==> src/rtl/erg_pkg.sv <==
// Shared constants and controller/datapath command and status types.
`default_nettype none

package erg_pkg;

    localparam int MAX_STEPS = 32;
    localparam int STEP_W    = $clog2(MAX_STEPS);   // step index width
    localparam int CNT_W     = 6;                   // pulse/step count field width
    localparam int ROT_W     = 7;                   // rotation field width

    // controller -> datapath
    typedef struct packed {
        logic load;     // capture a request
        logic bucket;   // one bucket step
        logic reduce;   // one rotation reduction step
        logic align;    // fix the read start
        logic emit;     // load the output register
    } t_cmd;

    // datapath -> controller
    typedef struct packed {
        logic zero_req;     // request with zero steps
        logic bucket_last;  // bucket on the final step
        logic rot_done;     // rotation reduced below the step count
        logic out_free;     // output register can take a word
        logic emit_last;    // next word emitted is the final one
    } t_sts;

endpackage

`default_nettype wire

==> src/rtl/erg_if.sv <==
// Request and step channel interfaces.
`default_nettype none

interface erg_in_if;
    import erg_pkg::*;
    logic               valid;
    logic               ready;
    logic [CNT_W-1:0]   pulse_count;
    logic [CNT_W-1:0]   step_count;
    logic signed [ROT_W-1:0] rotate_by;

    modport source (output valid, output pulse_count, output step_count,
                    output rotate_by, input ready);
    modport sink   (input valid, input pulse_count, input step_count,
                    input rotate_by, output ready);
endinterface

interface erg_out_if;
    import erg_pkg::*;
    logic               valid;
    logic               ready;
    logic [STEP_W-1:0]  step_index;
    logic               hit;
    logic               last;

    modport source (output valid, output step_index, output hit, output last,
                    input ready);
    modport sink   (input valid, input step_index, input hit, input last,
                    output ready);
endinterface

`default_nettype wire

==> src/rtl/euclidean_rhythm_generator.sv <==
// Top level: Euclidean rhythm generator, controller plus datapath.
//
//  Channel   Dir  Word fields                               Handshake
//  i_in      in   pulse_count[5:0] step_count[5:0]          valid/ready
//                 rotate_by[6:0] (signed)
//  o_out     out  step_index[4:0] hit last                  valid/ready
//
//  Sequence: the accept, then n bucket steps (n = step count, capped at 32) with the
//  rotation magnitude cut by n once a cycle alongside; reduction steps left over after the
//  bucket pass (floor(|rotate_by|/n) - n, when positive) run in the alignment state; then
//  the alignment and n words out at one a cycle while the output register is free.
//  A zero step count is taken and dropped.
//  Reset: synchronous, active low; clears the state machine, the output valid, the bucket
//  and the step position.
//  Stalls: the output register holds a word until taken; emission pauses meanwhile.
//  A new request is taken as soon as the final word sits in the output register.
`default_nettype none

module euclidean_rhythm_generator
    import erg_pkg::*;
(
    input  wire        i_clk,
    input  wire        i_rst_n,
    erg_in_if.sink     i_in,
    erg_out_if.source  o_out
);

    t_cmd w_cmd;
    t_sts w_sts;
    logic w_in_ready;

    // sequencing
    erg_ctrl u_ctrl (
        .i_clk      (i_clk),
        .i_rst_n    (i_rst_n),
        .i_in_valid (i_in.valid),
        .o_in_ready (w_in_ready),
        .i_sts      (w_sts),
        .o_cmd      (w_cmd)
    );

    // bucket, rotation, pattern and output word
    erg_dp u_dp (
        .i_clk         (i_clk),
        .i_rst_n       (i_rst_n),
        .i_pulse_count (i_in.pulse_count),
        .i_step_count  (i_in.step_count),
        .i_rotate_by   (i_in.rotate_by),
        .i_out_ready   (o_out.ready),
        .i_cmd         (w_cmd),
        .o_sts         (w_sts),
        .o_out_valid   (o_out.valid),
        .o_step_index  (o_out.step_index),
        .o_hit         (o_out.hit),
        .o_last        (o_out.last)
    );

    assign i_in.ready = w_in_ready;

endmodule

`default_nettype wire

==> src/rtl/erg_ctrl.sv <==
// Sequencing state machine: accept, bucket pass, alignment, emission.
`default_nettype none

module erg_ctrl
    import erg_pkg::*;
(
    input  wire  i_clk,
    input  wire  i_rst_n,
    input  wire  i_in_valid,
    output logic o_in_ready,
    input  t_sts i_sts,
    output t_cmd o_cmd
);

    localparam logic [1:0] ST_IDLE   = 2'd0;
    localparam logic [1:0] ST_BUCKET = 2'd1;
    localparam logic [1:0] ST_ALIGN  = 2'd2;
    localparam logic [1:0] ST_EMIT   = 2'd3;

    logic [1:0] r_state;
    logic [1:0] n_state;

    always_comb begin
        n_state    = r_state;
        o_cmd      = '0;
        o_in_ready = 1'b0;
        case (r_state)
            ST_IDLE: begin
                o_in_ready = 1'b1;
                if (i_in_valid && !i_sts.zero_req) begin
                    o_cmd.load = 1'b1;
                    n_state    = ST_BUCKET;
                end
            end
            ST_BUCKET: begin
                o_cmd.bucket = 1'b1;
                o_cmd.reduce = 1'b1;
                if (i_sts.bucket_last) begin
                    n_state = ST_ALIGN;
                end
            end
            ST_ALIGN: begin
                o_cmd.reduce = 1'b1;
                if (i_sts.rot_done) begin
                    o_cmd.align = 1'b1;
                    n_state     = ST_EMIT;
                end
            end
            ST_EMIT: begin
                o_cmd.emit = i_sts.out_free;
                if (i_sts.out_free && i_sts.emit_last) begin
                    n_state = ST_IDLE;
                end
            end
            default: begin
                n_state = ST_IDLE;
            end
        endcase
    end

    always_ff @(posedge i_clk) begin
        if (!i_rst_n) begin
            r_state <= ST_IDLE;
        end else begin
            r_state <= n_state;
        end
    end

    // the final word always hands control back for the next request
    a_last_to_idle: assert property (@(posedge i_clk) disable iff (!i_rst_n)
        (o_cmd.emit && i_sts.emit_last) |=> (r_state == ST_IDLE))
        else $error("controller did not return to idle after final word");

    // alignment only once the rotation has been reduced
    a_align_reduced: assert property (@(posedge i_clk) disable iff (!i_rst_n)
        o_cmd.align |-> i_sts.rot_done)
        else $error("alignment before rotation reduced");

    // a new request never starts while emission is in progress
    a_no_load_busy: assert property (@(posedge i_clk) disable iff (!i_rst_n)
        (r_state == ST_EMIT) |-> !o_cmd.load && !o_in_ready)
        else $error("request taken during emission");

endmodule

`default_nettype wire

==> src/rtl/erg_dp.sv <==
// Bucket accumulator, rotation reduction, pattern store and output register.
`default_nettype none

module erg_dp
    import erg_pkg::*;
(
    input  wire                i_clk,
    input  wire                i_rst_n,
    input  wire [CNT_W-1:0]    i_pulse_count,
    input  wire [CNT_W-1:0]    i_step_count,
    input  wire [ROT_W-1:0]    i_rotate_by,
    input  wire                i_out_ready,
    input  t_cmd               i_cmd,
    output t_sts               o_sts,
    output logic               o_out_valid,
    output logic [STEP_W-1:0]  o_step_index,
    output logic               o_hit,
    output logic               o_last
);

    logic [CNT_W-1:0]     r_n;        // saturated step count, 1..MAX_STEPS
    logic [CNT_W-1:0]     r_p;        // saturated pulse count
    logic [CNT_W-1:0]     r_acc;
    logic [STEP_W-1:0]    r_cnt;
    logic [STEP_W-1:0]    r_first;
    logic                 r_any;
    logic [MAX_STEPS-1:0] r_raw;      // unrotated pattern
    logic [ROT_W-1:0]     r_rot;
    logic                 r_neg;
    logic [STEP_W-1:0]    r_rd;
    logic [STEP_W-1:0]    r_pos;
    logic                 r_ovalid;
    logic [STEP_W-1:0]    r_idx;
    logic                 r_hit;
    logic                 r_last;

    logic [CNT_W-1:0] n_n;
    logic [CNT_W-1:0] n_p;
    logic [ROT_W-1:0] n_mag;
    logic [CNT_W:0]   n_bsum;
    logic             n_bhit;
    logic [CNT_W-1:0] n_last_pos;
    logic [CNT_W-1:0] n_rotf;
    logic [CNT_W-1:0] n_ssum;
    logic [CNT_W-1:0] n_shift;

    always_comb begin
        n_n = (i_step_count > CNT_W'(MAX_STEPS)) ? CNT_W'(MAX_STEPS) : i_step_count;
        n_p = (i_pulse_count > n_n) ? n_n : i_pulse_count;
        // magnitude of the rotation; -64 maps to 64
        n_mag = i_rotate_by[ROT_W-1] ? (ROT_W'(0) - i_rotate_by) : i_rotate_by;

        n_bsum = {1'b0, r_acc} + {1'b0, r_p};
        n_bhit = (n_bsum >= {1'b0, r_n});
        n_last_pos = r_n - CNT_W'(1);

        // right rotation becomes a left rotation by the complement
        n_rotf = (r_neg && (r_rot != '0)) ? (r_n - r_rot[CNT_W-1:0]) : r_rot[CNT_W-1:0];
        n_ssum = (r_any ? {1'b0, r_first} : CNT_W'(0)) + n_rotf;
        n_shift = (n_ssum >= r_n) ? (n_ssum - r_n) : n_ssum;

        o_sts.zero_req    = (i_step_count == '0);
        o_sts.bucket_last = ({1'b0, r_cnt} == n_last_pos);
        o_sts.rot_done    = (r_rot < {1'b0, r_n});
        o_sts.out_free    = !r_ovalid || i_out_ready;
        o_sts.emit_last   = ({1'b0, r_pos} == n_last_pos);
    end

    always_ff @(posedge i_clk) begin
        if (!i_rst_n) begin
            r_acc <= '0;
            r_pos <= '0;
        end else begin
            if (i_cmd.load) begin
                r_n     <= n_n;
                r_p     <= n_p;
                r_rot   <= n_mag;
                r_neg   <= i_rotate_by[ROT_W-1];
                r_acc   <= '0;
                r_cnt   <= '0;
                r_first <= '0;
                r_any   <= 1'b0;
            end else begin
                if (i_cmd.bucket) begin
                    r_raw[r_cnt] <= n_bhit;
                    r_acc        <= n_bhit ? CNT_W'(n_bsum - {1'b0, r_n})
                                           : n_bsum[CNT_W-1:0];
                    r_cnt        <= r_cnt + STEP_W'(1);
                    if (n_bhit && !r_any) begin
                        r_any   <= 1'b1;
                        r_first <= r_cnt;
                    end
                end
                if (i_cmd.reduce && !o_sts.rot_done) begin
                    r_rot <= r_rot - {1'b0, r_n};
                end
            end
            if (i_cmd.align) begin
                r_rd  <= n_shift[STEP_W-1:0];
                r_pos <= '0;
            end else if (i_cmd.emit) begin
                r_idx  <= r_pos;
                r_hit  <= r_raw[r_rd];
                r_last <= o_sts.emit_last;
                r_pos  <= r_pos + STEP_W'(1);
                r_rd   <= ({1'b0, r_rd} == n_last_pos) ? '0 : (r_rd + STEP_W'(1));
            end
        end
    end

    always_ff @(posedge i_clk) begin
        if (!i_rst_n) begin
            r_ovalid <= 1'b0;
        end else if (i_cmd.emit) begin
            r_ovalid <= 1'b1;
        end else if (i_out_ready) begin
            r_ovalid <= 1'b0;
        end
    end

    assign o_out_valid  = r_ovalid;
    assign o_step_index = r_idx;
    assign o_hit        = r_hit;
    assign o_last       = r_last;

    // bucket stays below the step count between steps
    a_bucket_range: assert property (@(posedge i_clk) disable iff (!i_rst_n)
        i_cmd.bucket |-> (r_acc < r_n))
        else $error("bucket out of range");

    // read pointer stays inside the pattern
    a_rd_range: assert property (@(posedge i_clk) disable iff (!i_rst_n)
        i_cmd.emit |-> ({1'b0, r_rd} < r_n))
        else $error("read pointer past pattern end");

    // a word with the last flag is the final position of the pattern
    a_last_pos: assert property (@(posedge i_clk) disable iff (!i_rst_n)
        (i_cmd.emit && o_sts.emit_last) |=> (r_last && ({1'b0, r_idx} == r_n - CNT_W'(1))))
        else $error("last flag on wrong step");

endmodule

`default_nettype wire

==> src/flat_wrapper.sv <==
// flat-port wrapper written by rule: the top's interface ports become plain ports
module euclidean_rhythm_generator_flat import erg_pkg::*;
  (i_clk, i_rst_n, i_in_valid, i_in_pulse_count, i_in_step_count, i_in_rotate_by, i_in_ready, o_out_valid, o_out_step_index, o_out_hit, o_out_last, o_out_ready);
  erg_in_if i_in_i ();
  erg_out_if o_out_i ();
  input  wire i_clk;
  input  wire i_rst_n;
  input wire logic [$bits(i_in_i.valid)-1:0] i_in_valid;
  input wire logic [$bits(i_in_i.pulse_count)-1:0] i_in_pulse_count;
  input wire logic [$bits(i_in_i.step_count)-1:0] i_in_step_count;
  input wire logic [$bits(i_in_i.rotate_by)-1:0] i_in_rotate_by;
  output wire logic [$bits(i_in_i.ready)-1:0] i_in_ready;
  output wire logic [$bits(o_out_i.valid)-1:0] o_out_valid;
  output wire logic [$bits(o_out_i.step_index)-1:0] o_out_step_index;
  output wire logic [$bits(o_out_i.hit)-1:0] o_out_hit;
  output wire logic [$bits(o_out_i.last)-1:0] o_out_last;
  input wire logic [$bits(o_out_i.ready)-1:0] o_out_ready;
  assign i_in_i.valid = i_in_valid;
  assign i_in_i.pulse_count = i_in_pulse_count;
  assign i_in_i.step_count = i_in_step_count;
  assign i_in_i.rotate_by = i_in_rotate_by;
  assign i_in_ready = i_in_i.ready;
  assign o_out_valid = o_out_i.valid;
  assign o_out_step_index = o_out_i.step_index;
  assign o_out_hit = o_out_i.hit;
  assign o_out_last = o_out_i.last;
  assign o_out_i.ready = o_out_ready;
  euclidean_rhythm_generator u_core (.i_clk(i_clk), .i_rst_n(i_rst_n), .i_in(i_in_i), .o_out(o_out_i));
endmodule
==> config.mk <==
export PLATFORM = sky130hd
export DESIGN_NAME = euclidean_rhythm_generator_flat
export DESIGN_NICKNAME = d
export VERILOG_FILES = /design/src/rtl/erg_pkg.sv /design/src/rtl/erg_if.sv /design/src/rtl/euclidean_rhythm_generator.sv /design/src/rtl/erg_ctrl.sv /design/src/rtl/erg_dp.sv /design/src/flat_wrapper.sv
export SDC_FILE = /design/constraint.sdc
export NUM_CORES = 1
export LEC_CHECK = 0
export BUFFER_PORTS_ARGS = -buffer_cell sky130_fd_sc_hd__buf_2
export CORE_MARGIN = 3
export CORE_UTILIZATION = 53
export CTS_BUF_LIST = sky130_fd_sc_hd__clkbuf_2 sky130_fd_sc_hd__clkbuf_4 sky130_fd_sc_hd__clkbuf_8
export CTS_CLUSTER_SIZE = 30
export DETAILED_ROUTE_END_ITERATION = 6
export HOLD_SLACK_MARGIN = 0.03
export PLACE_DENSITY = 0.73
export SYNTH_ARGS = -nofsm -noshare
export SYNTH_HDL_FRONTEND = slang
export SYNTH_SLANG_ARGS = --single-unit
==> constraint.sdc <==
create_clock -name i_clk -period 4.15 [get_ports i_clk]
set_input_delay 0 -clock i_clk [delete_from_list [all_inputs] [get_ports i_clk]]
set_output_delay 0 -clock i_clk [all_outputs]
set_load 0.01 [all_outputs]
Word level (Yosys, flattened, before mapping)
Cells that the tools add are included.
- bits in registers: 89
- bits in latches: 0
- RAM bits: 0
- memory bits (read-only): 0
- bits of input ports: 23
- output and inout port bits: 9
- memories kept: 0
- $add $sub $neg: 11
- multipliers: 0
- div/mod/pow operators: 0
- $lt $le $gt $ge: 8
- equal/unequal tests: 10
- shift operators: 0
- muxes and demuxes: 37
- bitwise operators: 3
- reduce and logical (&&, ||, !) cells: 30
- operators with widths (operator ; count):
    $mux W5 ; 8
    $bwmux W32 ; 1
    $mux W6 ; 4
    $mux W7 ; 3
    $eq A5 B6 Y1 ; 3
    $add A5 B1 Y5 const B ; 3
    $mux W1 ; 14
    $lt A5 B6 Y1 const B ; 2
    $sub A6 B6 Y6 ; 2
    $reduce_bool A2 Y1 ; 5
    $reduce_and A3 Y1 ; 3
    $mux W2 ; 4
    $ne A2 B2 Y1 const B ; 4
    $pmux W2 S4 ; 1
    $reduce_and A2 Y1 ; 4
    $add A6 B6 Y7 ; 1
    $ge A7 B6 Y1 ; 1
    $lt A7 B6 Y1 ; 1
    $reduce_bool A7 Y1 ; 1
    $sub A1 B7 Y7 const A ; 1
    $sub A7 B6 Y7 ; 1
    $add A5 B6 Y6 ; 1
    $ge A6 B6 Y1 ; 1
    $gt A6 B6 Y1 ; 1
    16 further kinds ; 29

Logic depth before layout (Yosys ltp)
Gate-level depths: netlist of run 1.
- depth in word-level cells: 7
- depth in mapped cells: 20
- gate-level depth less buffers: 19

Cells and area by module
From an unflattened synthesis of run 1, not the netlist that was laid out.
- cells, all modules: 558
- area, all modules: 5938.2 µm²
- by module, submodules not included (module ; times used ; cells an instance ; area an instance (µm²) ; seq. area each (µm²)):
    erg_dp ; 1 ; 533 ; 5698.0 ; 2492.4
    erg_ctrl ; 1 ; 25 ; 240.2 ; 40.0

Worst setup path after synthesis of run 1
Ideal clock, no wire load.
- kind: reg2reg
- start: reg u_core.u_dp.r_rot[3]
- end: reg u_core.u_dp.r_rd[3] (data pin)
- setup time: 0.291 ns
- arrival: 3.910 ns
- slack: -0.050 ns
- stages on the path, launching flop included: 18
- cells stage by stage: edfxtp_1 -> or4_1 -> o41ai_1 -> clkbuf_1 -> nand2_1 -> o21ai_0 -> ha_1 -> inv_1 -> fa_1 -> inv_1 -> fa_1 -> a21o_1 -> a21oi_1 -> a21oi_1 -> a211o_1 -> clkbuf_1 -> o21ai_0 -> o22ai_1
- longest elaborated chain between the ends: 7
- RTL lines (element ; line ; text):
    from (decl) ; erg_dp.sv:28 ; logic [ROT_W-1:0] r_rot;
    from (signal assigned) ; erg_dp.sv:77 ; r_rot <= n_mag;
    from (signal assigned) ; erg_dp.sv:95 ; r_rot <= r_rot - {1'b0, r_n};
    branches (longest 6 deep; another with $sub A6 B6 Y6) ; - ;
    $mux W5 * ; erg_dp.sv:98 ; if (i_cmd.align) begin
    to (signal assigned) ; erg_dp.sv:99 ; r_rd <= n_shift[STEP_W-1:0];
    to (signal assigned) ; erg_dp.sv:106 ; r_rd <= ({1'b0, r_rd} == n_last_pos) ? '0 : (r_rd + STEP_W'(1));
    to (decl) ; erg_dp.sv:30 ; logic [STEP_W-1:0] r_rd;
Every way passes the cells marked *.
A chain may end at the register's enable or synchronous reset.

Final worst setup path of run 1
- start: reg u_core.u_dp.r_rot[2]
- end: reg u_core.u_dp.r_rd[3] (data pin)
The elaborated chain is that of the path after synthesis.

==> run_summary.xml, run 1 <==
<?xml version="1.0" encoding="UTF-8"?>
<metrics>
  <group name="pwr">
    <metric name="sw_frac_of_total" unit="%">40.9</metric>
    <metric name="clockPowerShare" unit="%">14.0</metric>
    <metric name="net_sw_power" unit="W">0.00173</metric>
    <metric name="power_report.internal_total" unit="W">0.00250</metric>
    <metric name="seqPwrFrac" unit="%">32.4</metric>
    <metric name="powerDensity" unit="nW/um2">640</metric>
    <metric name="power_share_of_the_combinational_group" unit="%">53.6</metric>
    <metric name="p_leak" unit="nW">2.69</metric>
    <metric name="peakVddDrop" unit="mV">0.285</metric>
  </group>
  <group name="timing">
    <metric name="skew" unit="ps">11.6</metric>
    <metric name="slew_headroom" unit="%">42.7</metric>
    <metric name="final_period_minus_worst_setup_slack" unit="ps">4030</metric>
    <metric name="final_max_slew_viol_count" unit="">0</metric>
    <metric name="hold_viol" unit="">0</metric>
    <metric name="min_period_over_period" unit="%">97.2</metric>
    <metric name="setup_failing_eps_final" unit="">0</metric>
    <metric name="top_achievable_clock_speed" unit="MHz">248</metric>
    <metric name="tightestPinTransition" unit="ps">849</metric>
    <metric name="final.setup.tns" unit="ps">0</metric>
  </group>
  <group name="floorplan">
    <metric name="die_area" unit="um2">12200</metric>
    <metric name="rows" unit="">37</metric>
    <metric name="die_height" unit="um">111</metric>
    <metric name="die_width" unit="um">111</metric>
    <metric name="floorplan.io_pins" unit="">32</metric>
    <metric name="core" unit="um2">10500</metric>
    <metric name="initial_utilization" unit="%">55.3</metric>
  </group>
  <group name="worst_setup_path">
    <metric name="worst_setup_path_end_kind" unit="">register</metric>
    <metric name="timing.critical_path.fanout_max" unit="">5</metric>
    <metric name="worst-r2r-cell-count" unit="">15</metric>
    <metric name="crit-reg2reg-launch" unit="">u_core.u_dp.r_rot[2]</metric>
    <metric name="required" unit="ps">4250</metric>
    <metric name="path_buf_inv" unit="">2</metric>
    <metric name="worstPathCellList" unit="">or4_4 -&gt; o41ai_2 -&gt; buf_4 -&gt; mux2_4 -&gt; ha_1 -&gt; a21o_1 -&gt; a21oi_2 -&gt; buf_4 -&gt; xnor2_1 -&gt; ha_1 -&gt; a21oi_2 -&gt; a21oi_2 -&gt; a211o_2 -&gt; o21ai_0 -&gt; o22ai_1</metric>
    <metric name="critical_path.max_stage_delay" unit="ps">540</metric>
    <metric name="cpLargestDelayFamily" unit="">compound AO/OA/AOI/OAI gates</metric>
    <metric name="startpoint_type" unit="">register</metric>
    <metric name="r2r_setup_slack" unit="ps">120</metric>
    <metric name="critPathKind" unit="">register to register</metric>
    <metric name="critical-path-slowest-cell" unit="">sky130_fd_sc_hd__or4_4</metric>
    <metric name="cpMostUsedCell" unit="">sky130_fd_sc_hd__a21oi_2</metric>
    <metric name="critical_path.startpoint" unit="">u_core.u_dp.r_rot[2]</metric>
    <metric name="cp.arrival" unit="ps">4130</metric>
    <metric name="regToRegEndpoint" unit="">u_core.u_dp.r_rd[3]</metric>
  </group>
  <group name="synth">
    <metric name="synth.yosys.seq_area_share" unit="%">43.7</metric>
    <metric name="synth_most_common_cell" unit="">sky130_fd_sc_hd__edfxtp_1</metric>
    <metric name="synth-compound-area-share" unit="%">11.5</metric>
    <metric name="async_reset_ff_share" unit="%">0</metric>
    <metric name="syn-cell-area" unit="um2">5790</metric>
    <metric name="postSynthNetCount" unit="">635</metric>
    <metric name="synth_top_cell_by_area" unit="">sky130_fd_sc_hd__edfxtp_1</metric>
    <metric name="yosys_reg_bits" unit="">89</metric>
    <metric name="post_synth.cell_area_avg" unit="um2">10.5</metric>
    <metric name="synth_common_cells" unit="">75 x sky130_fd_sc_hd__edfxtp_1, 60 x sky130_fd_sc_hd__nor2_1, 52 x sky130_fd_sc_hd__ha_1, 49 x sky130_fd_sc_hd__nand2_1, 48 x sky130_fd_sc_hd__inv_1</metric>
    <metric name="synth-adder-area-share" unit="%">13.3</metric>
    <metric name="synth.lib_cells_used.distinct" unit="">51</metric>
    <metric name="synth-warning-count" unit="">0</metric>
    <metric name="synth.mux.area_fraction" unit="%">5.73</metric>
    <metric name="cells_after_synthesis" unit="">554</metric>
    <metric name="yosys.area.top_type_share" unit="%">38.9</metric>
    <metric name="post_synth_and_or_nand_nor_area_fraction" unit="%">13.1</metric>
    <metric name="postSynth.topFlopCell" unit="">sky130_fd_sc_hd__edfxtp_1</metric>
    <metric name="synth_top_family_by_area" unit="">adder cells</metric>
    <metric name="post_synth_xor_area_fraction" unit="%">8.34</metric>
    <metric name="edff_count_synth" unit="">75</metric>
    <metric name="synth.top_cells.by_area" unit="">sky130_fd_sc_hd__edfxtp_1 39%, sky130_fd_sc_hd__ha_1 11%, sky130_fd_sc_hd__dfxtp_1 4.8%</metric>
  </group>
  <group name="routing">
    <metric name="detail_route.wirelength" unit="um">12300</metric>
    <metric name="detail-route-antenna-nets" unit="">0</metric>
    <metric name="detail_route.first_pass.iterations" unit="">4</metric>
    <metric name="avgViaCountPerCell" unit="">5.52</metric>
    <metric name="routed_wire_length_per_instance" unit="um">16.3</metric>
    <metric name="detailedRoute.firstIterationViolations" unit="">221</metric>
    <metric name="route.vias.total" unit="">4148</metric>
    <metric name="route.detailed.drc" unit="">0</metric>
  </group>
  <group name="run">
    <metric name="maxCapViolations" unit="">0</metric>
  </group>
  <group name="layout">
    <metric name="finish.utilization" unit="%">63.2</metric>
    <metric name="layout.nets" unit="">692</metric>
    <metric name="seq_area" unit="um2">2530</metric>
    <metric name="layout_cell_share_with_drive_strength_beyond_1" unit="%">15.6</metric>
    <metric name="flow.area_growth_from_synthesis" unit="%">14.1</metric>
    <metric name="filler_cell_count" unit="">823</metric>
    <metric name="antennaDiodeCount" unit="">0</metric>
    <metric name="multi_input_comb_area" unit="um2">3100</metric>
  </group>
  <group name="worst_hold_path">
    <metric name="worst_hold_path.num_cells" unit="">4</metric>
    <metric name="timing.hold.worst.class" unit="">input port to register</metric>
    <metric name="terminating_pin_of_the_worst_hold_path" unit="">u_core.u_dp.r_rot[5]</metric>
    <metric name="min-delay-start" unit="">i_in_rotate_by[5]</metric>
  </group>
  <group name="cts">
    <metric name="cts_tree" unit="">done</metric>
    <metric name="cts.clk_slew.worst_paths" unit="ps">100</metric>
    <metric name="clock_sink_count" unit="">89</metric>
    <metric name="cts_inserted_buffers" unit="">9</metric>
    <metric name="cts_root_buf" unit="">sky130_fd_sc_hd__clkbuf_8</metric>
    <metric name="h_tree_depth" unit="">3</metric>
    <metric name="insertion_delay" unit="ps">380</metric>
    <metric name="cts_max_path_buffers" unit="">2</metric>
  </group>
  <group name="global_routing">
    <metric name="first_global_vias" unit="">4329</metric>
    <metric name="grt_first_pass_wirelength" unit="um">20600</metric>
    <metric name="grt.overflow.total" unit="">0</metric>
    <metric name="grt.total_usage" unit="%">20.7</metric>
    <metric name="grt_max_degree" unit="">33</metric>
    <metric name="antenna_found_initial" unit="">0</metric>
  </group>
  <group name="placed_design">
    <metric name="hpwlAfterDp" unit="um">8740</metric>
    <metric name="last_weighted_congestion_value_of_the_routability_driven_placer" unit="">0.866</metric>
    <metric name="io_buffers" unit="">31</metric>
  </group>
  <group name="status">
    <metric name="run_status" unit="">completed</metric>
  </group>
</metrics>
[through the flow]
| stage | worst slack, ps | cells | hold slack [ps] | cell area, um2 | power, W |
|---|---|---|---|---|---|
| after floorplan | 10.1 | 554 | 98.9 | 5790 | 0.00292 |
| after global placement | 126 | 711 | 233 | 6110 | 0.00332 |
| after detailed placement | -6.67 | 711 | 241 | 6110 | 0.00339 |
| after CTS | 26.3 | 744 | 30.8 | 6470 | 0.00401 |
| after global routing | -46.1 | 752 | 58.4 | 6610 | 0.00457 |
| final | 117 | 752 | 41.8 | 6610 | 0.00423 |
[logic make-up (layout without fill, tap and decap cells)]
group,Yosys count,count (layout)
AO/OA/AOI/OAI,99,100
AND/OR/NAND/NOR,163,163
buffers and inverters,66,127
multiplexers,26,26
XOR/XNOR,53,53
flip-flops,89,89
adder cells (fa/ha/maj),58,58
[power by group through the flow]
| stage | clock (W) | sequential (W) | combinational [W] |
|---|---|---|---|
| after CTS | 0.000599 | 0.00137 | 0.00204 |
| after global routing | 0.000634 | 0.00139 | 0.00255 |
| after detailed placement | 0 | 0.00139 | 0.00201 |
| after floorplan | 0 | 0.00133 | 0.00159 |
| final | 0.000591 | 0.00137 | 0.00227 |
| after global placement | 0 | 0.00138 | 0.00194 |
[cell type report]
class	instances	area share (%)
clock buffer	9	1.87
timing repair buffer	63	6.59
inverter	48	2.73
multi-input combinational	400	46.9
tap	136	2.57
clock inverter	7	1.06
sequential	89	38.3
[sequential cells by signal, summed over array words and instances (netlist names), 6 cells and up]
signal / flops
u_core.u_dp.r_p: 6
u_core.u_dp.r_raw: 32
u_core.u_dp.r_acc: 6
u_core.u_dp.r_rot: 7
u_core.u_dp.r_n: 6
[worst max path at each step]
stage	endpoint	cells past startpoint
global placement	u_core.u_dp.r_rd[3]	16
floorplan	u_core.u_dp.r_rd[3]	17
finish	u_core.u_dp.r_rd[3]	15
detailed placement	u_core.u_dp.r_rd[2]	16
global route	u_core.u_dp.r_rd[4]	16
CTS	u_core.u_dp.r_rd[2]	16
[tightest hold or removal path, cell delays in order]
cell,delay [ps]
sky130_fd_sc_hd__buf_2,100
sky130_fd_sc_hd__xnor2_1,110
sky130_fd_sc_hd__nand2_1,50
sky130_fd_sc_hd__o21ai_0,60
[cell usage in the layout (no fill, tap or decap), types with 7 or more instances in the layout]
master,instances
sky130_fd_sc_hd__edfxtp_1,75
sky130_fd_sc_hd__nor2_1,60
sky130_fd_sc_hd__ha_1,49
sky130_fd_sc_hd__nand2_1,48
sky130_fd_sc_hd__inv_1,47
sky130_fd_sc_hd__buf_2,31
sky130_fd_sc_hd__xnor2_1,29
sky130_fd_sc_hd__xor2_1,22
sky130_fd_sc_hd__a21oi_1,20
sky130_fd_sc_hd__dlygate4sd3_1,16
sky130_fd_sc_hd__buf_4,16
sky130_fd_sc_hd__mux2i_1,14
sky130_fd_sc_hd__dfxtp_1,14
sky130_fd_sc_hd__o21ai_0,11
sky130_fd_sc_hd__and2_1,10
sky130_fd_sc_hd__o21a_1,10
sky130_fd_sc_hd__a21o_1,9
sky130_fd_sc_hd__clkbuf_8,9
sky130_fd_sc_hd__nand3_1,8
sky130_fd_sc_hd__o22ai_1,7
sky130_fd_sc_hd__a211oi_1,7
[metal layers]
layer  track usage, %  part of all wire [%]
met4             8.21                   2.4
met1             26.5                    44
met2             35.0                    49
met3             3.62                   4.0
met5                0                     0
[timing repair]
action / 4_1_cts / 5_1_grt
gates resized for setup: 0 / 20
pin swaps: 0 / 11
setup buffers: 1 / 7
hold endpoints to repair: 18 / 0
endpoints found under the setup margin: 3 / 5
cloned: 0 / 1
hold buffers: 16 / 0
No activity file was read; power rests on OpenSTA's default activity.
==> inputs of run 2 (changes only) <==
- CORE_UTILIZATION: 53 -> 40
- PLACE_DENSITY: 0.73 -> unset
==> run 2 against run 1 <==
Sequential power is essentially flat. Maximum frequency fell by 1.8%. Setup slack worse by 72 ps. Clock skew increased by 4.9 ps. Register-to-register slack lost 70 ps. Power increased by 2.1%. Combinational power is 2% higher. Sequential cell count unchanged.
==> run_summary.xml, run 2 (synthesis results as in run 1) <==
<?xml version="1.0" encoding="UTF-8"?>
<metrics>
  <group name="worst_setup_path">
    <metric name="worst-r2r-cell-count" unit="">16</metric>
    <metric name="startpoint_type" unit="">register</metric>
    <metric name="cp.depth" unit="">16</metric>
    <metric name="required" unit="ps">4260</metric>
    <metric name="worstPathCellList" unit="">or4_4 -&gt; o41ai_2 -&gt; buf_4 -&gt; nand2_1 -&gt; o21ai_1 -&gt; ha_2 -&gt; inv_2 -&gt; fa_2 -&gt; inv_2 -&gt; fa_2 -&gt; a21o_1 -&gt; a21oi_2 -&gt; a21oi_2 -&gt; a211o_2 -&gt; mux2i_2 -&gt; o22ai_1</metric>
    <metric name="worst_setup_path_end_kind" unit="">register</metric>
    <metric name="cpLargestDelayFamily" unit="">compound AO/OA/AOI/OAI gates</metric>
    <metric name="regToRegEndpoint" unit="">u_core.u_dp.r_rd[4]</metric>
    <metric name="critical_path.max_stage_delay" unit="ps">540</metric>
    <metric name="critPathKind" unit="">register to register</metric>
    <metric name="timing.critical_path.fanout_max" unit="">5</metric>
    <metric name="crit-reg2reg-launch" unit="">u_core.u_dp.r_rot[4]</metric>
    <metric name="worstSetupEndpoint" unit="">u_core.u_dp.r_rd[4]</metric>
    <metric name="r2r_setup_slack" unit="ps">50</metric>
    <metric name="critical-path-slowest-cell" unit="">sky130_fd_sc_hd__or4_4</metric>
    <metric name="cp.arrival" unit="ps">4220</metric>
    <metric name="critical_path.startpoint" unit="">u_core.u_dp.r_rot[4]</metric>
    <metric name="path_buf_inv" unit="">3</metric>
  </group>
  <group name="timing">
    <metric name="slew_headroom" unit="%">43.3</metric>
    <metric name="setup_failing_eps_final" unit="">0</metric>
    <metric name="tightest_hold_margin" unit="ps">38.1</metric>
    <metric name="final_period_minus_worst_setup_slack" unit="ps">4100</metric>
    <metric name="grt_setup_unrepaired" unit="">true</metric>
    <metric name="tightestPinTransition" unit="ps">840</metric>
    <metric name="min_period_over_period" unit="%">98.9</metric>
    <metric name="final_max_slew_viol_count" unit="">0</metric>
    <metric name="top_achievable_clock_speed" unit="MHz">244</metric>
    <metric name="hold_viol" unit="">0</metric>
    <metric name="skew" unit="ps">16.6</metric>
    <metric name="final.setup.worst_slack" unit="ps">45.5</metric>
  </group>
  <group name="placed_design">
    <metric name="io_buffers" unit="">31</metric>
    <metric name="placed_cell_area" unit="um2">6170</metric>
    <metric name="hpwlAfterDp" unit="um">9060</metric>
    <metric name="last_weighted_congestion_value_of_the_routability_driven_placer" unit="">0.793</metric>
    <metric name="post-place-ws" unit="ps">-7.34</metric>
    <metric name="place.detailed.instances" unit="">756</metric>
  </group>
  <group name="layout">
    <metric name="most_common_cell_after_layout_fill_and_taps_aside" unit="">sky130_fd_sc_hd__edfxtp_1</metric>
    <metric name="max_flop_register" unit="">u_core.u_dp.r_raw</metric>
    <metric name="finish.instance_area" unit="um2">6680</metric>
    <metric name="flip_flop_count_of_the_largest_register_after_layout" unit="">32</metric>
    <metric name="finish.cell_count_without_fillers" unit="">797</metric>
    <metric name="flow.area_growth_from_synthesis" unit="%">15.4</metric>
    <metric name="largestRegisters" unit="">u_core.u_dp.r_raw: 32 flops, u_core.u_dp.r_rot: 7 flops</metric>
    <metric name="antennaDiodeCount" unit="">0</metric>
    <metric name="layout_cell_share_with_drive_strength_beyond_1" unit="%">15.9</metric>
    <metric name="mostFrequentLayoutCells" unit="">75 x sky130_fd_sc_hd__edfxtp_1, 60 x sky130_fd_sc_hd__nor2_1, 50 x sky130_fd_sc_hd__ha_1, 49 x sky130_fd_sc_hd__nand2_1, 46 x sky130_fd_sc_hd__inv_1</metric>
    <metric name="layout.nets" unit="">693</metric>
  </group>
  <group name="global_routing">
    <metric name="grt_first_pass_wirelength" unit="um">20900</metric>
    <metric name="grt_max_degree" unit="">33</metric>
    <metric name="grt.overflow.total" unit="">0</metric>
    <metric name="first_global_vias" unit="">4167</metric>
    <metric name="grt.total_usage" unit="%">16.5</metric>
    <metric name="antenna_found_initial" unit="">0</metric>
  </group>
  <group name="pwr">
    <metric name="seqPwrFrac" unit="%">31.7</metric>
    <metric name="powerDensity" unit="nW/um2">646</metric>
    <metric name="power_report.internal_total" unit="W">0.00256</metric>
    <metric name="totalPowerFinal" unit="W">0.00432</metric>
    <metric name="clockPowerShare" unit="%">14.6</metric>
    <metric name="sw_frac_of_total" unit="%">40.7</metric>
    <metric name="p_leak" unit="nW">2.71</metric>
    <metric name="power_share_of_the_combinational_group" unit="%">53.7</metric>
    <metric name="net_sw_power" unit="W">0.00176</metric>
    <metric name="peakVddDrop" unit="mV">0.248</metric>
  </group>
  <group name="floorplan">
    <metric name="die_width" unit="um">126</metric>
    <metric name="die_area" unit="um2">16000</metric>
    <metric name="die_height" unit="um">126</metric>
    <metric name="floorplan.io_pins" unit="">32</metric>
    <metric name="rows" unit="">43</metric>
    <metric name="core" unit="um2">14000</metric>
    <metric name="initial_utilization" unit="%">41.2</metric>
  </group>
  <group name="status">
    <metric name="run_status" unit="">completed</metric>
  </group>
  <group name="routing">
    <metric name="detailedRoute.firstIterationViolations" unit="">313</metric>
    <metric name="avgViaCountPerCell" unit="">5.18</metric>
    <metric name="detail-route-antenna-nets" unit="">0</metric>
    <metric name="routed_wire_length_per_instance" unit="um">16.1</metric>
    <metric name="detail_route.wirelength" unit="um">12800</metric>
    <metric name="route.detailed.drc" unit="">0</metric>
    <metric name="detail_route.first_pass.iterations" unit="">4</metric>
    <metric name="route.vias.total" unit="">4131</metric>
  </group>
  <group name="worst_hold_path">
    <metric name="timing.hold.worst.class" unit="">input port to register</metric>
    <metric name="min-delay-start" unit="">i_in_rotate_by[4]</metric>
  </group>
  <group name="run">
    <metric name="maxCapViolations" unit="">0</metric>
  </group>
  <group name="cts">
    <metric name="h_tree_depth" unit="">3</metric>
    <metric name="cts_root_buf" unit="">sky130_fd_sc_hd__clkbuf_8</metric>
    <metric name="cts_inserted_buffers" unit="">9</metric>
    <metric name="insertion_delay" unit="ps">390</metric>
    <metric name="clock_sink_count" unit="">89</metric>
    <metric name="cts.clk_slew.worst_paths" unit="ps">100</metric>
    <metric name="cts_tree" unit="">done</metric>
    <metric name="cts_max_path_buffers" unit="">2</metric>
  </group>
</metrics>
-- run 2: cell count changes in the layout (fill, tap and decap cells not counted), sizes merged --
cell and change:
bufinv +1, clkbuf +1, dlygate4sd3 +1, inv -2
-- run 2: area by class of cell --
| class | count | area, um2 |
|---|---|---|
| Sequential cell | 89 | 2530 |
| Clock buffer | 10 | 131 |
| Clock inverter | 6 | 72.6 |
| Timing Repair Buffer | 64 | 445 |
| Inverter | 48 | 180 |
| Multi-Input combinational cell | 400 | 3100 |
| Tap cell | 180 | 225 |
| Fill cell | 1293 | 7360 |
-- run 2: metrics by stage --
step,TNS (ps),utilization [%]
2_1_floorplan,0,-
3_3_place_gp,0,43.9
3_5_place_dp,-7.34,43.9
4_1_cts,0,46.7
5_1_grt,-446,47.6
6_report,0,47.6
-- run 2: per-layer routing --
metal,up-vias,part of all wire [%],routed length (um),global-route usage [%]
met5,-,0,0,0
met4,0,1.7,222,5.74
met3,14,3.1,404,2.74
met2,57,48,6200,27.2
met1,1981,47,6020,22.0
li1,2079,-,-,-
-- run 2: worst reg2reg max path, delay by kind of cell (launching register included) --
family          cells  cell delay [ps]
simple gates        2              590
fa+ha+maj           3             1100
buf+inv             3              270
compound gates      7             1280
flops               1              400
mux                 1              190
-- run 2: how the worst min path moves through the flow --
stage / endpoint / cells after the start
6_report: u_core.u_dp.r_rot[4] / 3
5_1_grt: u_core.u_dp.r_n[0] / 2
4_1_cts: u_core.u_dp.r_rot[4] / 3
3_5_place_dp: u_core.u_dp.r_n[5] / 1
3_3_place_gp: u_core.u_dp.r_n[5] / 1
2_1_floorplan: u_core.u_dp.r_neg / 0
-- run 2: power by group through the flow --
stage | Combinational [W] | Clock, W | Sequential, W
final | 0.00232 | 0.000630 | 0.00137
after detailed placement | 0.00202 | 0 | 0.00139
after floorplan | 0.00159 | 0 | 0.00133
after global placement | 0.00197 | 0 | 0.00138
after CTS | 0.00206 | 0.000646 | 0.00137
after global routing | 0.00259 | 0.000681 | 0.00139
-- run 2: timing repair --
item,in CTS,in global routing
endpoints found under the setup margin,2,5
endpoints found under the hold margin,18,0
hold buffers,17,0
gates cloned,0,1
pin swaps,0,17
setup buffers,2,5
gates resized for setup,0,23
==> inputs of run 3 (changes only) <==
- ABC_AREA: unset -> 1
- GPL_ROUTABILITY_DRIVEN: unset -> 1
==> run 3 against run 2 <==
Synthesized cell count grew 33%. Non-clock buffer count shrank 7. Die area grew 6.2%. Routed wire length grew 11%. Critical endpoint is now u_core.u_dp.r_rd[1]. Critical path type unchanged. Worst hold slack gained 20 ps. Largest cell class unchanged.
==> run_summary.xml, run 3 <==
<?xml version="1.0" encoding="UTF-8"?>
<metrics>
  <group name="placed_design">
    <metric name="post-place-ws" unit="ps">270</metric>
    <metric name="io_buffers" unit="">31</metric>
    <metric name="last_weighted_congestion_value_of_the_routability_driven_placer" unit="">0.891</metric>
    <metric name="hpwlAfterDp" unit="um">10700</metric>
  </group>
  <group name="layout">
    <metric name="antennaDiodeCount" unit="">0</metric>
    <metric name="max_flop_register" unit="">u_core.u_dp.r_raw</metric>
    <metric name="flow.area_growth_from_synthesis" unit="%">11.8</metric>
    <metric name="flip_flop_count_of_the_largest_register_after_layout" unit="">32</metric>
    <metric name="mostFrequentLayoutCells" unit="">138 x sky130_fd_sc_hd__nand2_1, 101 x sky130_fd_sc_hd__inv_1, 79 x sky130_fd_sc_hd__nor2_1, 75 x sky130_fd_sc_hd__edfxtp_1, 63 x sky130_fd_sc_hd__nand3_1</metric>
    <metric name="largestRegisters" unit="">u_core.u_dp.r_raw: 32 flops, u_core.u_dp.r_rot: 7 flops</metric>
    <metric name="layout_cell_share_with_drive_strength_beyond_1" unit="%">11.8</metric>
    <metric name="most_common_cell_after_layout_fill_and_taps_aside" unit="">sky130_fd_sc_hd__nand2_1</metric>
    <metric name="layout.nets" unit="">870</metric>
  </group>
  <group name="cts">
    <metric name="cts_tree" unit="">done</metric>
    <metric name="insertion_delay" unit="ps">380</metric>
    <metric name="cts_inserted_buffers" unit="">9</metric>
    <metric name="cts_root_buf" unit="">sky130_fd_sc_hd__clkbuf_8</metric>
    <metric name="cts_max_path_buffers" unit="">2</metric>
    <metric name="clock_sink_count" unit="">89</metric>
    <metric name="h_tree_depth" unit="">3</metric>
    <metric name="cts.clk_slew.worst_paths" unit="ps">90</metric>
  </group>
  <group name="worst_setup_path">
    <metric name="critPathKind" unit="">register to register</metric>
    <metric name="required" unit="ps">4280</metric>
    <metric name="r2r_setup_slack" unit="ps">340</metric>
    <metric name="regToRegEndpoint" unit="">u_core.u_dp.r_rd[1]</metric>
    <metric name="critical_path.max_stage_delay" unit="ps">410</metric>
    <metric name="path_buf_inv" unit="">4</metric>
    <metric name="startpoint_type" unit="">register</metric>
    <metric name="critical-path-slowest-cell" unit="">sky130_fd_sc_hd__edfxtp_1</metric>
    <metric name="timing.critical_path.fanout_max" unit="">6</metric>
    <metric name="cpLargestDelayFamily" unit="">adder cells</metric>
    <metric name="cpMostUsedCell" unit="">sky130_fd_sc_hd__nand2_1</metric>
    <metric name="worst_setup_path_end_kind" unit="">register</metric>
    <metric name="crit-reg2reg-launch" unit="">u_core.u_dp.r_n[0]</metric>
    <metric name="worst-r2r-cell-count" unit="">21</metric>
    <metric name="cp.arrival" unit="ps">3950</metric>
    <metric name="worstPathCellList" unit="">inv_2 -&gt; ha_1 -&gt; inv_1 -&gt; fa_1 -&gt; xnor2_1 -&gt; o21ai_0 -&gt; ha_1 -&gt; a21oi_1 -&gt; nand2_1 -&gt; a21o_1 -&gt; a21oi_1 -&gt; inv_1 -&gt; nand2_1 -&gt; nand2_1 -&gt; ha_1 -&gt; nand2_1 -&gt; inv_1 -&gt; a221oi_4 -&gt; nand4_1 -&gt; nand3_1 -&gt; nand2_1</metric>
  </group>
  <group name="global_routing">
    <metric name="grt_first_pass_wirelength" unit="um">23100</metric>
    <metric name="grt.total_usage" unit="%">17.4</metric>
    <metric name="antenna_found_initial" unit="">0</metric>
    <metric name="first_global_vias" unit="">4826</metric>
    <metric name="grt_max_degree" unit="">40</metric>
    <metric name="grt.overflow.total" unit="">0</metric>
  </group>
  <group name="worst_hold_path">
    <metric name="min-delay-start" unit="">i_in_rotate_by[5]</metric>
    <metric name="timing.hold.worst.class" unit="">input port to register</metric>
    <metric name="worst_hold_path.num_cells" unit="">3</metric>
    <metric name="terminating_pin_of_the_worst_hold_path" unit="">u_core.u_dp.r_rot[5]</metric>
  </group>
  <group name="synth">
    <metric name="synth_top_cell_by_area" unit="">sky130_fd_sc_hd__edfxtp_1</metric>
    <metric name="synth_most_common_cell" unit="">sky130_fd_sc_hd__nand2_1</metric>
    <metric name="cells_after_synthesis" unit="">737</metric>
    <metric name="yosys_reg_bits" unit="">89</metric>
    <metric name="synth-warning-count" unit="">0</metric>
    <metric name="syn-cell-area" unit="um2">6170</metric>
    <metric name="yosys.area.top_type_share" unit="%">36.5</metric>
    <metric name="postSynth.topFlopCell" unit="">sky130_fd_sc_hd__edfxtp_1</metric>
    <metric name="async_reset_ff_share" unit="%">0</metric>
    <metric name="synth.lib_cells_used.distinct" unit="">36</metric>
    <metric name="synth.top_cells.by_area" unit="">sky130_fd_sc_hd__edfxtp_1 37%, sky130_fd_sc_hd__ha_1 11%, sky130_fd_sc_hd__nand2_1 8.5%</metric>
    <metric name="postSynthNetCount" unit="">818</metric>
    <metric name="post_synth.cell_area_avg" unit="um2">8.37</metric>
    <metric name="synth_common_cells" unit="">139 x sky130_fd_sc_hd__nand2_1, 101 x sky130_fd_sc_hd__inv_1, 79 x sky130_fd_sc_hd__nor2_1, 75 x sky130_fd_sc_hd__edfxtp_1, 64 x sky130_fd_sc_hd__nand3_1</metric>
    <metric name="synth.yosys.seq_area_share" unit="%">41.1</metric>
    <metric name="edff_count_synth" unit="">75</metric>
  </group>
  <group name="floorplan">
    <metric name="die_height" unit="um">130</metric>
    <metric name="core" unit="um2">14800</metric>
    <metric name="die_area" unit="um2">16900</metric>
    <metric name="rows" unit="">44</metric>
    <metric name="floorplan.io_pins" unit="">32</metric>
    <metric name="die_width" unit="um">130</metric>
    <metric name="initial_utilization" unit="%">41.6</metric>
  </group>
  <group name="timing">
    <metric name="final_period_minus_worst_setup_slack" unit="ps">3810</metric>
    <metric name="setup_failing_eps_final" unit="">0</metric>
    <metric name="grt_setup_unrepaired" unit="">false</metric>
    <metric name="tightestPinTransition" unit="ps">745</metric>
    <metric name="final.setup.worst_slack" unit="ps">336</metric>
    <metric name="final_max_slew_viol_count" unit="">0</metric>
    <metric name="min_period_over_period" unit="%">91.9</metric>
    <metric name="hold_viol" unit="">0</metric>
    <metric name="final.setup.tns" unit="ps">0</metric>
    <metric name="skew" unit="ps">16.0</metric>
    <metric name="top_achievable_clock_speed" unit="MHz">262</metric>
    <metric name="slew_headroom" unit="%">50.3</metric>
  </group>
  <group name="pwr">
    <metric name="powerDensity" unit="nW/um2">643</metric>
    <metric name="p_leak" unit="nW">3.11</metric>
    <metric name="peakVddDrop" unit="mV">0.302</metric>
  </group>
  <group name="routing">
    <metric name="route.vias.total" unit="">5033</metric>
    <metric name="route.detailed.drc" unit="">0</metric>
    <metric name="detail_route.first_pass.iterations" unit="">5</metric>
    <metric name="avgViaCountPerCell" unit="">5.15</metric>
    <metric name="routed_wire_length_per_instance" unit="um">14.5</metric>
    <metric name="detail-route-antenna-nets" unit="">0</metric>
    <metric name="detail_route.wirelength" unit="um">14200</metric>
    <metric name="detailedRoute.firstIterationViolations" unit="">370</metric>
  </group>
  <group name="run">
    <metric name="maxCapViolations" unit="">0</metric>
  </group>
  <group name="status">
    <metric name="run_status" unit="">completed</metric>
  </group>
</metrics>
run 3: changes by cell type in the layout (fill, tap and decap cells not counted), sizes merged, moves of 14 or more:
cell / delta
nor2: +28
xnor2: -16
o21ai: +30
mux2i: -14
nand2: +104
nand3: +57
inv: +56
run 3: metrics by stage:
stage / cell area, um2 / utilization, % / power, W / std cells / hold slack [ps]
detailed placement: 6520 / 44.0 / 0.00385 / 943 / 234
floorplan: 6170 / - / 0.00332 / 737 / 98.9
CTS: 6880 / 46.4 / 0.00446 / 977 / 41.3
global placement: 6520 / 44.0 / 0.00380 / 943 / 235
global route: 6890 / 46.5 / 0.00484 / 978 / 69.8
finish: 6890 / 46.5 / 0.00443 / 978 / 58.3
run 3: worst reg2reg max path, stage by stage (launching register included):
cell and delay (ps):
sky130_fd_sc_hd__edfxtp_1 410, sky130_fd_sc_hd__inv_2 80, sky130_fd_sc_hd__ha_1 140, sky130_fd_sc_hd__inv_1 60, sky130_fd_sc_hd__fa_1 400, sky130_fd_sc_hd__xnor2_1 140
sky130_fd_sc_hd__o21ai_0 180, sky130_fd_sc_hd__ha_1 300, sky130_fd_sc_hd__a21oi_1 150, sky130_fd_sc_hd__nand2_1 100, sky130_fd_sc_hd__a21o_1 160, sky130_fd_sc_hd__a21oi_1 150
sky130_fd_sc_hd__inv_1 60, sky130_fd_sc_hd__nand2_1 60, sky130_fd_sc_hd__nand2_1 50, sky130_fd_sc_hd__ha_1 320, sky130_fd_sc_hd__nand2_1 80, sky130_fd_sc_hd__inv_1 80
sky130_fd_sc_hd__a221oi_4 340, sky130_fd_sc_hd__nand4_1 150, sky130_fd_sc_hd__nand3_1 110, sky130_fd_sc_hd__nand2_1 40
run 3: worst max-delay path by stage:
stage / depth (start not counted) / to / slack [ps] / start
after CTS: 22 / u_core.u_dp.r_rd[2] / 240 / u_core.u_dp.r_n[0]
after global placement: 22 / u_core.u_dp.r_rd[0] / 400 / u_core.u_dp.r_n[0]
final: 21 / u_core.u_dp.r_rd[1] / 340 / u_core.u_dp.r_n[0]
after detailed placement: 22 / u_core.u_dp.r_rd[2] / 270 / u_core.u_dp.r_n[0]
after floorplan: 22 / u_core.u_dp.r_rd[0] / 400 / u_core.u_dp.r_n[0]
after global routing: 18 / u_core.u_dp.r_rd[1] / 50 / u_core.u_dp.r_rot[0]
run 3: power breakdown:
group          internal [W]  total, W  switching, W
clock              0.000233  0.000582      0.000349
sequential          0.00128   0.00141      0.000131
combinational      0.000911   0.00244       0.00153
total               0.00242   0.00443       0.00201
run 3: kinds of logic (layout without fill, tap and decap cells):
kind of cell,count (synthesis),after routing,share of synthesized area (%)
AND/OR/NAND/NOR,334,334,24.2
buffers and inverters,120,177,7.77
AO/OA/AOI/OAI,99,99,9.19
flip-flops,89,89,41.1
adder cells (fa/ha/maj),58,58,12.5
XOR/XNOR,37,37,5.26
run 3: layout make-up:
class                   instances  area [um2]
inverters                     104         390
multi-input cells             528        3160
well taps                     184         230
clock inverters                 6        51.3
repair buffers                 57         395
clock buffers                  10         131
flip-flops and latches         89        2530
fillers                      1429        7920
run 3: timing repair:
action / CTS / global route
setup endpoints to repair: 0 / 5
hold endpoints to repair: 25 / 0
gates resized for setup: 0 / 3
hold buffers: 18 / 0
buffers inserted: 0 / 1
run 3: metal layers:
metal	share of wire, %	GRT usage [%]	wire length, um
met5	0	0	0
met4	2.0	5.87	289
met3	5.1	3.40	729
met2	48	29.3	6830
met1	45	22.5	6370
